File: config.mk
export PLATFORM = sky130hd
export DESIGN_NAME = lpm_scan
export DESIGN_NICKNAME = d
export VERILOG_FILES = /design/src/sv/longest_prefix_match_route_lookup_assert.svh /design/src/sv/lpm_pkg.sv /design/src/sv/lpm_scan.sv
export SDC_FILE = /design/constraint.sdc
export NUM_CORES = 1
export LEC_CHECK = 0
export BUFFER_PORTS_ARGS = -buffer_cell sky130_fd_sc_hd__buf_2
export CORE_MARGIN = 2
export CORE_UTILIZATION = 42
export CTS_BUF_LIST = sky130_fd_sc_hd__clkbuf_8 sky130_fd_sc_hd__clkbuf_16
export DETAILED_ROUTE_END_ITERATION = 12
export PLACE_DENSITY = 0.68
export SYNTH_ARGS = -nofsm -noshare
export SYNTH_HDL_FRONTEND = slang
export SYNTH_SLANG_ARGS = --single-unit
File: constraint.sdc
create_clock -name clk -period 6.2 [get_ports clk]
set_clock_uncertainty 0.1 [all_clocks]
set_input_delay 0.62 -clock clk [delete_from_list [all_inputs] [get_ports clk]]
set_output_delay 0.62 -clock clk [all_outputs]
set_load 0.005 [all_outputs]
File: src/sv/longest_prefix_match_route_lookup_assert.svh
// Assertion macros shared by the route lookup RTL.
// Each macro expects clk and rst_n to be visible where it is used.
`ifndef LONGEST_PREFIX_MATCH_ROUTE_LOOKUP_ASSERT_SVH
`define LONGEST_PREFIX_MATCH_ROUTE_LOOKUP_ASSERT_SVH

// Same-cycle implication, checked outside reset.
`define LPM_ASSERT_IMP(lbl, ante, cons) \
  lbl: assert property (@(posedge clk) disable iff (!rst_n) (ante) |-> (cons)) \
    else $error("route lookup check failed");

// Next-cycle implication, checked outside reset.
`define LPM_ASSERT_NEXT(lbl, ante, cons) \
  lbl: assert property (@(posedge clk) disable iff (!rst_n) (ante) |=> (cons)) \
    else $error("route lookup check failed");

`endif

File: src/sv/lpm_pkg.sv
// ----------------------------------------------------------------------------
// lpm_pkg
// Types and constants shared by the longest-prefix-match route lookup.
// ----------------------------------------------------------------------------
package lpm_pkg;

  // Fixed field widths.
  localparam int ADDR_W = 32;
  localparam int PORT_W = 4;
  localparam int SLOT_W = 6;

  // Item opcodes.
  localparam logic OP_WRITE  = 1'b0;
  localparam logic OP_LOOKUP = 1'b1;

  // One route table entry as stored in memory.
  typedef struct packed {
    logic              valid;
    logic [ADDR_W-1:0] prefix;
    logic [ADDR_W-1:0] mask;
    logic [ADDR_W-1:0] gateway;
    logic [PORT_W-1:0] port;
  } route_entry_t;

  // Controls from the sequencer to the match tracker.
  typedef struct packed {
    logic              clear;
    logic              cmp_en;
    logic [SLOT_W-1:0] slot;
  } scan_ctl_t;

  // Lookup result.
  typedef struct packed {
    logic              found;
    logic [ADDR_W-1:0] next_hop;
    logic [PORT_W-1:0] port;
    logic [SLOT_W-1:0] slot;
  } match_result_t;

  // Sequencer states.
  typedef enum logic [3:0] {
    ST_CLEAR  = 4'b0001,
    ST_IDLE   = 4'b0010,
    ST_SCAN   = 4'b0100,
    ST_FINISH = 4'b1000
  } lpm_state_t;

endpackage

File: src/sv/lpm_scan.sv
// ----------------------------------------------------------------------------
// lpm_scan
// Match tracker: compares each entry read from the table against the lookup
// address and keeps the best match seen so far.
// ----------------------------------------------------------------------------
module lpm_scan import lpm_pkg::*; (
  input  logic              clk,
  input  scan_ctl_t         ctl,
  input  logic [ADDR_W-1:0] lookup_addr,
  input  route_entry_t      entry,
  output match_result_t     best
);

  logic [ADDR_W-1:0] addr_r;
  logic              hit_r;
  logic [ADDR_W-1:0] best_mask_r;
  logic [ADDR_W-1:0] gw_r;
  logic [PORT_W-1:0] port_r;
  logic [SLOT_W-1:0] slot_r;
  logic              match;
  logic              take;

  // An entry matches when prefix and address agree on every mask bit.
  assign match = entry.valid && (((entry.prefix ^ addr_r) & entry.mask) == '0);
  // Ties go to the later slot, so an equal mask replaces the best.
  assign take  = ctl.cmp_en && match && (!hit_r || (entry.mask >= best_mask_r));

  // Best-match registers; a clear starts a new lookup with an all-zero result.
  always_ff @(posedge clk) begin
    if (ctl.clear) begin
      addr_r      <= lookup_addr;
      hit_r       <= 1'b0;
      best_mask_r <= '0;
      gw_r        <= '0;
      port_r      <= '0;
      slot_r      <= '0;
    end else if (take) begin
      hit_r       <= 1'b1;
      best_mask_r <= entry.mask;
      gw_r        <= entry.gateway;
      port_r      <= entry.port;
      slot_r      <= ctl.slot;
    end
  end

  assign best.found    = hit_r;
  assign best.next_hop = gw_r;
  assign best.port     = port_r;
  assign best.slot     = slot_r;

endmodule
==> impl_metrics.py <==
metrics = {
    "run_status": {
        "outcome": "complete, no violations",
    },
    "logic_synthesis": {
        "syn_area_um2": 5603,
        "synth_ff_type": "dfxtp_1",
        "synth_warnings": 0,
        "synthesis.nets": 697,
        "synthArstFlopShare_pct": 0,
        "ys_seq_area_share_pct": 43.95,
        "synth_cell_types": 32,
        "synth_edf_count": 32,
        "synth.avg_cell_area_um2": 10.71,
        "synthCells": 523,
        "yosys_register_bits": 107,
    },
    "power_and_ir_drop": {
        "p_sw_w": 0.0003262,
        "powerDensity_nw_per_um2": 213.3,
        "p_int_w": 0.001134,
        "p_leak_nw": 2.804,
        "switching_share_pct": 22.33,
        "power_w": 0.001461,
        "clkPwrFrac_pct": 38.5,
        "peakVddDrop_uv": 100.0,
        "p_comb_share_pct": 10.5,
        "power_frac_seq_pct": 51.1,
    },
    "worst_setup_path": {
        "required_ps": 6370,
        "r2r-end": "gw_r[19]",
        "reg2reg_slack_ps": 3170,
        "crit_path_end_kind": "register",
        "cp_max_fo": 45,
        "r2r-start": "best_mask_r[31]",
        "worstPathArrival_ps": 3220,
        "reg2reg_depth": 9,
        "crit_path_start_kind": "input pin",
        "worstSetupPathType": "input pin to register",
    },
    "routing": {
        "dr.pass1.iters": 4,
        "drt-initial-drc-count": 162,
        "drcViolationCount": 0,
        "wl_mm": 12.29,
        "routed-via-count": 4146,
        "wl_per_cell_um": 14.01,
        "via_per_inst": 4.727,
        "antenna_left": 0,
    },
    "global_routing": {
        "gr-usage-all-layers_pct": 17.43,
        "grt_max_degree": 111,
        "gr-total-overflow": 0,
        "antenna_found_initial": 0,
        "grt_pass1_wl_mm": 19.87,
        "grt_pass1_vias": 4200,
    },
    "clock_network": {
        "cts_resized": 0,
        "htree_num_levels": 3,
        "cts_setup_buffers": 0,
        "cts_root_buf": "clkbuf_16",
        "cts-hold-fix-buffers": 0,
        "cts_buffers": 9,
        "clk_pin_slew_ps": 70,
        "clockBufferDepth": 2,
        "clkLatencyLatePin_ps": 350,
        "clock_sinks": 107,
        "cts_tree": "built",
    },
    "final_layout": {
        "diodes": 0,
        "syn_to_final_growth_pct": 22.22,
        "drive_gt1_share_pct": 28.96,
        "final_nets": 870,
        "num-fill-cells": 1208,
    },
    "floorplanning": {
        "core_um2": 13140,
        "core.rowCount": 42,
        "ios": 185,
        "dieWidth_um": 119.5,
        "start_util_pct": 42.65,
        "die-area_um2": 14280,
        "die_y_um": 119.5,
    },
    "sta": {
        "drv_slew": 0,
        "rsz0062_at_grt": "no",
        "hold_violations": 0,
        "final-setup-viol-count": 0,
        "max_clock_freq_mhz": 328.1,
        "finalCritPeriodShare_pct": 49.16,
        "whs_ps": 341.2,
        "fin_crit_ps": 3048,
        "setup_slack_ps": 3152,
        "setup_tns_ps": 0,
        "worstMarginPinSlew_ps": 785.2,
        "slew_headroom_pct": 47.66,
    },
    "run": {
        "maxCapViolCount": 0,
    },
    "hold_path": {
        "min_path_cells": 1,
        "min_to": "addr_r[27]",
        "worst_hold_path_type": "input pin to register",
        "hp-start": "lookup_addr[27]",
    },
    "place": {
        "io_buffers": 184,
        "gp_congestion": 0.7933,
        "dp_slack_ps": 2786,
        "dp_hpwl_mm": 9.239,
    },
}
-- worst max path at each step --
stage / depth (start not counted) / to / start / slack, ps
floorplan: 9 / best_mask_r[0] / entry[65] / 3560
global placement: 9 / gw_r[11] / entry[65] / 2950
detailed placement: 9 / gw_r[19] / entry[65] / 2790
CTS: 9 / gw_r[19] / entry[65] / 3160
global route: 9 / slot_r[4] / best_mask_r[31] / 2980
finish: 9 / gw_r[19] / entry[65] / 3150
-- synthesized netlist by cell type, types with 2 or more instances --
library cell / count / share of area (%)
a21o_1: 3 / 0.40
a21oi_1: 10 / 0.89
a22oi_1: 14 / 1.9
buf_12: 7 / 2.5
buf_4: 2 / 0.27
clkbuf_1: 16 / 1.1
dfxtp_1: 75 / 27
edfxtp_1: 32 / 17
ha_1: 32 / 7.1
inv_1: 33 / 2.2
mux2i_1: 74 / 13
nand2_1: 9 / 0.60
nand2b_1: 150 / 17
nand3_1: 4 / 0.36
nand4_1: 6 / 0.67
nor2_1: 5 / 0.34
o21ai_0: 5 / 0.45
xor2_1: 32 / 5.0
-- area by class of cell --
| type | count | area [um^2] | share of cell area, % |
|---|---|---|---|
| repair buffers | 187 | 945.9 | 13.81 |
| flip-flops and latches | 107 | 2462 | 35.96 |
| clock buffers | 12 | 277.8 | 4.056 |
| well taps | 176 | 220.2 | 3.216 |
| inverters | 33 | 123.9 | 1.809 |
| clock inverters | 4 | 16.27 | 0.2375 |
| multi-input cells | 358 | 2801 | 40.91 |
-- worst max-delay path, cell delays in order --
cell and delay (ps):
buf_2 120, ha_1 300, nand4_1 150, nor4_1 420, nand3_1 120, o221a_2 290, a211oi_4 240, buf_4 640
mux2i_1 270
-- power by group through the flow --
| stage | sequential [W] | clock (W) | combinational (W) |
|---|---|---|---|
| 2_1_floorplan | 0.000761 | 0 | 0.0000775 |
| 3_3_place_gp | 0.000761 | 0 | 0.000152 |
| 3_5_place_dp | 0.000762 | 0 | 0.000155 |
| 4_1_cts | 0.000746 | 0.000580 | 0.000156 |
| 5_1_grt | 0.000748 | 0.000607 | 0.000173 |
| 6_report | 0.000746 | 0.000562 | 0.000153 |
-- state kept, by name, indices dropped and copies added (netlist names) --
name	cells
best_mask_r	32
hit_r	1
port_r	4
slot_r	6
gw_r	32
addr_r	32
-- metrics by stage --
| step | instance area, um^2 | utilization (%) | std cells |
|---|---|---|---|
| after detailed placement | 6554 | 49.89 | 861 |
| after global placement | 6554 | 49.89 | 861 |
| final | 6848 | 52.12 | 877 |
| after global routing | 6848 | 52.12 | 877 |
| after CTS | 6848 | 52.12 | 877 |
| after floorplan | 5603 | - | 523 |
-- metal layers --
metal / up-vias / global-route usage, % / share of wire [%]
met5: - / 0 / 0
met4: 0 / 7.206 / 2.0
met3: 17 / 3.850 / 6.0
met2: 142 / 28.07 / 46
met1: 1887 / 22.71 / 46
li1: 2100 / - / -
-- cell families after synthesis --
kind of cell	synth area share (%)
simple gates	19.23
flops	43.95
mux	13.22
buf+inv	6.052
compound gates	5.404
xor+xnor	5.002
fa+ha+maj	7.146
-- layout by cell type, fill, tap and decap left out, types with 2 or more instances in the layout --
cell type	instances
buf_2	183
nand2b_1	150
dfxtp_1	75
mux2i_1	74
inv_1	36
xor2_1	32
ha_1	32
edfxtp_1	32
a22oi_1	14
a21oi_1	10
clkbuf_16	10
nand2_1	9
nand4_1	6
nor2_1	5
o21ai_0	5
nand3_1	4
buf_4	4
a21o_1	3
clkbuf_8	2
Power figures use the tool's default switching activity.
